[config.mk]
export PLATFORM = sky130hd
export DESIGN_NAME = sorted_list_insert_top
export DESIGN_NICKNAME = d
export VERILOG_FILES = /design/src/sli_pkg.sv /design/src/sorted_list_insert_top.sv /design/src/sli_cell.sv
export VERILOG_INCLUDE_DIRS = /design/src /design/src/src
export SDC_FILE = /design/constraint.sdc
export NUM_CORES = 2
export LEC_CHECK = 0
export ABC_AREA = 1
export BUFFER_PORTS_ARGS = -buffer_cell sky130_fd_sc_hd__buf_2
export CAP_MARGIN = 20
export CORE_ASPECT_RATIO = 1.1
export CORE_MARGIN = 2
export CORE_UTILIZATION = 45
export CTS_BUF_LIST = sky130_fd_sc_hd__clkbuf_4
export DETAILED_ROUTE_END_ITERATION = 8
export SYNTH_ARGS = -nofsm -noshare
export SYNTH_HDL_FRONTEND = slang
export SYNTH_SLANG_ARGS = --single-unit
[constraint.sdc]
create_clock -name i_clk -period 9.2 [get_ports i_clk]
set_clock_uncertainty 0.15 [all_clocks]
set_input_delay 0 -clock i_clk [delete_from_list [all_inputs] [get_ports i_clk]]
set_output_delay 0 -clock i_clk [all_outputs]
set_load 0.02 [all_outputs]
[src/assert_macros.svh]
// ----------------------------------------------------------------------------
// Assertion macros
// Shared concurrent assertion wrappers; empty when SYNTH is defined.
// ----------------------------------------------------------------------------
`ifndef ASSERT_MACROS_SVH
`define ASSERT_MACROS_SVH

`ifndef SYNTH
`define SLI_ASSERT(lbl, clk, rst_n, prop, msg) \
    lbl: assert property (@(posedge clk) disable iff (!rst_n) prop) else $error(msg);
`define SLI_ASSERT_ALWAYS(lbl, clk, prop, msg) \
    lbl: assert property (@(posedge clk) prop) else $error(msg);
`else
`define SLI_ASSERT(lbl, clk, rst_n, prop, msg)
`define SLI_ASSERT_ALWAYS(lbl, clk, prop, msg)
`endif

`endif

[src/sli_pkg.sv]
// ----------------------------------------------------------------------------
// sli_pkg
// Types and constants shared by the sorted insertion list.
// ----------------------------------------------------------------------------
package sli_pkg;

    localparam int VALUE_W = 32;
    localparam int POS_W   = 5;
    localparam int MAX_OUT = 32;

    localparam logic [1:0] MODE_INSERT    = 2'd0;
    localparam logic [1:0] MODE_DUMP_ASC  = 2'd1;
    localparam logic [1:0] MODE_DUMP_DESC = 2'd2;

    typedef enum logic {
        ST_IDLE,
        ST_DUMP
    } t_state;

    // per-cycle command broadcast to every cell
    typedef struct packed {
        logic                      ins;
        logic                      rot_l;
        logic                      rot_r;
        logic signed [VALUE_W-1:0] value;
    } t_cell_ctrl;

endpackage

[src/sorted_list_insert_top.sv]
// ----------------------------------------------------------------------------
// sorted_list_insert_top
// Bounded ascending list of signed values held in a chain of cells.
// ----------------------------------------------------------------------------
// An insert is accepted while the block is idle and inserts may follow back
// to back: every cell compares in parallel and the tail shifts one place. A
// dump rotates the whole chain of DEPTH cells once, one place per cycle unless
// the output stalls, and emits at most one item per cycle from the chain end;
// no input is taken during a dump. A dump of an empty list emits a single item
// flagged empty. Inserts into a full list are dropped and set a sticky
// overflow flag reported on every output item.
`include "assert_macros.svh"

module sorted_list_insert_top #(
    parameter int DEPTH = 32
) (
    input  logic        i_clk,
    input  logic        i_rst_n,
    input  logic        s_axis_tvalid,
    output logic        s_axis_tready,
    input  logic [31:0] s_axis_tdata,   // [31:0] value
    input  logic [1:0]  s_axis_tuser,   // [1:0] mode
    output logic        m_axis_tvalid,
    input  logic        m_axis_tready,
    output logic [39:0] m_axis_tdata,   // [31:0] item_value, [36:32] position
    output logic [1:0]  m_axis_tuser,   // [0] list_empty, [1] overflowed
    output logic        m_axis_tlast
);

    localparam int CW = $clog2(DEPTH + 1);
    localparam int IW = $clog2(DEPTH);
    localparam int XW = ((CW > 6) ? CW : 6) + 1;
    localparam int VW = sli_pkg::VALUE_W;

    sli_pkg::t_state r_state, n_state;
    logic [CW-1:0]   r_count, n_count;
    logic [IW-1:0]   r_step, n_step;
    logic            r_desc, n_desc;
    logic            r_ovf, n_ovf;

    logic                 r_out_valid;
    logic signed [VW-1:0] r_out_value;
    logic [4:0]           r_out_pos;
    logic                 r_out_empty;
    logic                 r_out_ovf;
    logic                 r_out_last;

    sli_pkg::t_cell_ctrl  w_ctrl;
    logic                 w_lt  [DEPTH];
    logic signed [VW-1:0] w_val [DEPTH];

    logic          w_accept;
    logic          w_out_free;
    logic          w_emit;
    logic          w_last;
    logic          w_advance;
    logic          w_load;
    logic [XW-1:0] w_cnt_x, w_step_x, w_pos_x, w_emit_n;

    assign w_accept   = s_axis_tvalid && s_axis_tready;
    assign w_out_free = !r_out_valid || m_axis_tready;

    // dump bookkeeping
    always_comb begin
        w_cnt_x  = XW'(r_count);
        w_step_x = XW'(r_step);
        w_emit_n = (w_cnt_x < XW'(sli_pkg::MAX_OUT)) ? w_cnt_x : XW'(sli_pkg::MAX_OUT);
        if (r_desc) begin
            w_pos_x = XW'(DEPTH - 1) - w_step_x;
            w_emit  = (w_pos_x < w_cnt_x)
                   && ((w_pos_x + XW'(sli_pkg::MAX_OUT)) >= w_cnt_x);
            w_last  = (w_pos_x == (w_cnt_x - w_emit_n));
        end else begin
            w_pos_x = w_step_x;
            w_emit  = (w_step_x < w_emit_n);
            w_last  = (w_step_x == (w_emit_n - XW'(1)));
        end
        if (r_count == '0) begin
            w_emit = 1'b1;
            w_last = 1'b1;
        end
    end

    // next state
    always_comb begin
        n_state = r_state;
        unique case (r_state)
            sli_pkg::ST_IDLE: begin
                if (w_accept && (s_axis_tuser == sli_pkg::MODE_DUMP_ASC
                              || s_axis_tuser == sli_pkg::MODE_DUMP_DESC)) begin
                    n_state = sli_pkg::ST_DUMP;
                end
            end
            sli_pkg::ST_DUMP: begin
                if (w_advance && ((r_count == '0) || (r_step == IW'(DEPTH - 1)))) begin
                    n_state = sli_pkg::ST_IDLE;
                end
            end
            default: n_state = sli_pkg::ST_IDLE;
        endcase
    end

    // state machine outputs
    always_comb begin
        s_axis_tready = 1'b0;
        w_advance     = 1'b0;
        w_ctrl.ins    = 1'b0;
        w_ctrl.rot_l  = 1'b0;
        w_ctrl.rot_r  = 1'b0;
        w_ctrl.value  = s_axis_tdata;
        unique case (r_state)
            sli_pkg::ST_IDLE: begin
                s_axis_tready = 1'b1;
                w_ctrl.ins    = w_accept && (s_axis_tuser == sli_pkg::MODE_INSERT)
                             && (r_count != CW'(DEPTH));
            end
            sli_pkg::ST_DUMP: begin
                w_advance    = !w_emit || w_out_free;
                w_ctrl.rot_l = w_advance && !r_desc && (r_count != '0);
                w_ctrl.rot_r = w_advance && r_desc && (r_count != '0);
            end
            default: ;
        endcase
    end

    assign w_load = w_advance && w_emit;

    always_comb begin
        n_count = r_count;
        n_ovf   = r_ovf;
        n_step  = r_step;
        n_desc  = r_desc;
        if (w_ctrl.ins) begin
            n_count = r_count + CW'(1);
        end
        if (r_state == sli_pkg::ST_IDLE && w_accept
                && s_axis_tuser == sli_pkg::MODE_INSERT && r_count == CW'(DEPTH)) begin
            n_ovf = 1'b1;
        end
        if (r_state == sli_pkg::ST_IDLE) begin
            n_step = '0;
            n_desc = (s_axis_tuser == sli_pkg::MODE_DUMP_DESC);
        end else if (w_advance) begin
            n_step = r_step + IW'(1);
        end
    end

    always_ff @(posedge i_clk) begin
        if (!i_rst_n) begin
            r_state     <= sli_pkg::ST_IDLE;
            r_count     <= '0;
            r_ovf       <= 1'b0;
            r_step      <= '0;
            r_desc      <= 1'b0;
            r_out_valid <= 1'b0;
        end else begin
            r_state     <= n_state;
            r_count     <= n_count;
            r_ovf       <= n_ovf;
            r_step      <= n_step;
            r_desc      <= n_desc;
            r_out_valid <= w_load ? 1'b1 : (m_axis_tready ? 1'b0 : r_out_valid);
        end
    end

    always_ff @(posedge i_clk) begin
        if (w_load) begin
            r_out_empty <= (r_count == '0);
            r_out_ovf   <= r_ovf;
            r_out_last  <= w_last;
            if (r_count == '0) begin
                r_out_value <= '0;
                r_out_pos   <= '0;
            end else begin
                r_out_value <= r_desc ? w_val[DEPTH-1] : w_val[0];
                r_out_pos   <= 5'(w_pos_x);
            end
        end
    end

    for (genvar g = 0; g < DEPTH; g++) begin : g_cell
        sli_cell u_cell (
            .i_clk      (i_clk),
            .i_ctrl     (w_ctrl),
            .i_valid    (CW'(g) < r_count),
            .i_prev_lt  ((g == 0) ? 1'b1 : w_lt[(g + DEPTH - 1) % DEPTH]),
            .i_prev_val (w_val[(g + DEPTH - 1) % DEPTH]),
            .i_next_val (w_val[(g + 1) % DEPTH]),
            .o_lt       (w_lt[g]),
            .o_val      (w_val[g])
        );
    end

    assign m_axis_tvalid = r_out_valid;
    assign m_axis_tdata  = {3'b000, r_out_pos, r_out_value};
    assign m_axis_tuser  = {r_out_ovf, r_out_empty};
    assign m_axis_tlast  = r_out_last;

    `SLI_ASSERT(a_count_bound, i_clk, i_rst_n, r_count <= CW'(DEPTH), "count above depth")
    `SLI_ASSERT(a_no_take_in_dump, i_clk, i_rst_n, (r_state == sli_pkg::ST_DUMP) |-> !s_axis_tready, "input taken during dump")
    `SLI_ASSERT(a_insert_grows, i_clk, i_rst_n, (w_ctrl.ins) |=> (r_count == $past(r_count) + CW'(1)), "insert did not grow list")
    `SLI_ASSERT(a_ovf_sticky, i_clk, i_rst_n, r_ovf |=> r_ovf, "overflow flag cleared")
    `SLI_ASSERT(a_load_free, i_clk, i_rst_n, w_load |-> w_out_free, "output overwritten")

endmodule

[src/sli_cell.sv]
// ----------------------------------------------------------------------------
// sli_cell
// One list cell: compare against the inserted value, keep, load or shift.
// ----------------------------------------------------------------------------
module sli_cell (
    input  logic                                i_clk,
    input  sli_pkg::t_cell_ctrl                 i_ctrl,
    input  logic                                i_valid,
    input  logic                                i_prev_lt,
    input  logic signed [sli_pkg::VALUE_W-1:0]  i_prev_val,
    input  logic signed [sli_pkg::VALUE_W-1:0]  i_next_val,
    output logic                                o_lt,
    output logic signed [sli_pkg::VALUE_W-1:0]  o_val
);

    logic signed [sli_pkg::VALUE_W-1:0] r_val;
    logic signed [sli_pkg::VALUE_W-1:0] n_val;

    assign o_lt  = i_valid && (r_val < i_ctrl.value);
    assign o_val = r_val;

    always_comb begin
        n_val = r_val;
        if (i_ctrl.ins) begin
            if (!o_lt) begin
                n_val = i_prev_lt ? i_ctrl.value : i_prev_val;
            end
        end else if (i_ctrl.rot_l) begin
            n_val = i_next_val;
        end else if (i_ctrl.rot_r) begin
            n_val = i_prev_val;
        end
    end

    always_ff @(posedge i_clk) begin
        r_val <= n_val;
    end

endmodule
==> results.json <==
{
  "total_power_mw": 13.6,
  "grt_max_degree": 207,
  "powerDensity_nw_per_um2": 136,
  "violations": "DRC",
  "setup_viol": 0,
  "critPathMaxFanout": 202,
  "ys_seq_area_frac": 0.345,
  "htreeDepth": 5,
  "clk_pin_slew_ns": 0.07,
  "stdcell_count": 16700,
  "clock_latency_ns": 1.44,
  "layout-area-overhead-vs-synth_pct": 7.50,
  "grt_setup_unrepaired": "no",
  "holdPathStages": 6,
  "final_antenna_net_count": 0,
  "route.met3.wl_um": 38500,
  "met1Wirelength_um": 147000,
  "post_dp_cell_area_um2": 95700,
  "cp-end-kind": "flop",
  "r2r_cells": 14,
  "fp.dieW_um": 439,
  "ioPinCount": 83,
  "maxCapViolCount": 0,
  "hold_violations": 0,
  "gp_congestion": 0.940,
  "drive_gt1_frac": 0.0619,
  "cts_buffers": 345,
  "cts_buffer_depth": 4,
  "critical_path_arrival_ns": 6.49,
  "status": "complete, but fails checks",
  "power_leakage_nw": 57.7,
  "ys_ff_latch": 1079,
  "vias": 95400,
  "die-height_um": 482,
  "setup.worst_path.start_class": "flop",
  "top_layer_used": "met5",
  "cts_tree": "done",
  "wl_um": 379000,
  "rows": 175,
  "port_buffers": 79,
  "setup_slack_ns": 3.68,
  "drt_first_pass_iters": 8,
  "grt_pass1_vias": 88900,
  "grt_pass1_wl_um": 559000,
  "ctsResizeCount": 0,
  "routed_via_density": 5.73,
  "yosys_warnings": 0,
  "crit_type": "reg2reg",
  "drtIter0Drc": 11300,
  "hold_path_class": "in2reg",
  "wl_met2_um": 163000,
  "final-max-slew-violation-count": 0,
  "drc": 12,
  "final_cell_mix": "6126 x nand2_1, 2198 x nand3_1, 1345 x inv_1",
  "core_area_um2": 207000,
  "place.detailed.instances": 16000,
  "grt_usage": 0.350,
  "grt_overflow": 0,
  "antenna_found_initial": 12,
  "tns_ns": 0,
  "tightest_slew_ns": 1.29,
  "cts.sinks": 1079,
  "hold_path_end": "g_cell[18].u_cell.o_val[2]",
  "max_freq_mhz": 181,
  "syn_avg_cell_area_um2": 6.79,
  "maxSlewHeadroom": 0.130,
  "wl_per_cell_um": 22.7,
  "final_util": 0.486,
  "post-route-min-period_ns": 5.52,
  "reg2reg_slack_ns": 3.68,
  "stdcell_area_um2": 100000,
  "finalCritPeriodShare": 0.600,
  "syn_inst": 13800,
  "vdd_drop_max_v": 0.0000772,
  "nets": 14800,
  "fin_hold_ws_ns": 0.0399,
  "crit_required_ns": 10.17,
  "initial_core_util": 0.452,
  "rr_endpoint": "g_cell[16].u_cell.o_val[22]",
  "rr_startpoint": "r_count[5]",
  "final_common_cell": "nand2_1",
  "ys_types": 36,
  "hpwlAfterDp_um": 251000,
  "hp-start": "s_axis_tdata[2]",
  "post-place-ws_ns": 3.96,
  "die-area_um2": 211000,
  "root_buffer": "clkbuf_4",
  "netlist_area_um2": 93500
}
## state kept, by name (all words and copies together), names as in the netlist
register / count
g_cell.u_cell.o_val: 1024
r_out_empty: 1
r_out_pos: 5
m_axis_tvalid: 1
r_desc: 1
m_axis_tlast: 1
r_out_value: 32
r_step: 5
r_count: 6
r_ovf: 1
r_state: 1
r_out_ovf: 1
## report_power, final
| group | switching (mW) | internal, mW |
|---|---|---|
| clock network | 2.44 | 2.42 |
| registers | 0.122 | 5.76 |
| logic | 2.02 | 0.878 |
## synth_stat cells
library cell | n | share of area
a2111oi_0 | 1 | 0.000094
a211oi_1 | 1 | 0.000080
a21oi_1 | 486 | 0.026
a31oi_1 | 12 | 0.00080
buf_1 | 99 | 0.0040
buf_2 | 271 | 0.015
buf_4 | 31 | 0.0025
buf_6 | 26 | 0.0031
clkbuf_1 | 345 | 0.014
clkinv_1 | 1 | 0.000040
conb_1 | 2 | 0.000080
dfxtp_1 | 15 | 0.0032
edfxtp_1 | 1064 | 0.34
ha_1 | 1010 | 0.14
inv_1 | 1378 | 0.055
inv_2 | 9 | 0.00036
nand2_1 | 6165 | 0.25
nand2_2 | 4 | 0.00027
nand3_1 | 2201 | 0.12
nand3_2 | 1 | 0.00011
nand3b_1 | 7 | 0.00056
nand4_1 | 47 | 0.0031
nor2_1 | 291 | 0.012
nor2_2 | 2 | 0.00013
nor2_4 | 2 | 0.00024
nor3_1 | 59 | 0.0032
nor3b_1 | 2 | 0.00016
nor4_1 | 4 | 0.00027
o2111ai_1 | 1 | 0.000094
o211ai_1 | 13 | 0.0010
o21a_1 | 22 | 0.0018
o21ai_0 | 178 | 0.0095
o21bai_1 | 2 | 0.00016
o31ai_1 | 1 | 0.000080
xnor2_1 | 2 | 0.00019
xor2_1 | 12 | 0.0011
## worst max-delay path by stage
stage,from,end,slack [ns],cells after the start
6_report,r_count[5],g_cell[16].u_cell.o_val[22],3.68,14
5_1_grt,r_count[5],g_cell[16].u_cell.o_val[21],3.50,14
2_1_floorplan,r_step[2],g_cell[0].u_cell.o_val[0],5.83,16
3_3_place_gp,r_count[1],g_cell[16].u_cell.o_val[23],4.05,16
4_1_cts,r_count[5],g_cell[16].u_cell.o_val[22],3.93,14
3_5_place_dp,r_count[5],g_cell[16].u_cell.o_val[22],3.96,14
## cells by family after synthesis
| group | Yosys count | share of synthesized area |
|---|---|---|
| adders and majority gates | 1010 | 0.135 |
| and+or+nand+nor | 8785 | 0.385 |
| buffers and inverters | 2160 | 0.0937 |
| other | 2 | 0.0000803 |
| DFF | 1079 | 0.345 |
| xor gates and xnor gates | 14 | 0.00131 |
| AOI/OAI and AO/OA | 717 | 0.0397 |
## cell type report
class	instances	area (um^2)
clock inverter	77	382
fill	20700	106000
inverter	1388	5220
clock buffer	472	3540
antenna	17	42.5
timing repair buffer	358	2950
sequential	1079	32300
tap	2743	3430
multi-input combinational	10500	52700
## routing by layer
metal / GRT usage / up-vias
li1: - / 44700
met2: 0.531 / 5256
met1: 0.444 / 44300
met5: 0 / -
met4: 0.250 / 12
met3: 0.0692 / 1167
## timing repair
item,CTS,global route
endpoints found under the hold margin,1022,0
setup buffers,0,0
hold buffers,80,0
## worst max-delay path: stages (launching register included)
cell and delay (ns):
dfxtp_1 0.83, nor2_2 0.21, inv_2 0.36, nor2_4 0.10
inv_2 0.09, nor2_4 0.04, inv_2 0.19, buf_4 0.48
nand2_1 0.24, inv_8 0.38, buf_4 0.64, buf_12 0.58
nand3_1 0.21, nand3_1 0.15, nand2_1 0.07
(Power assumes the default switching activity.)
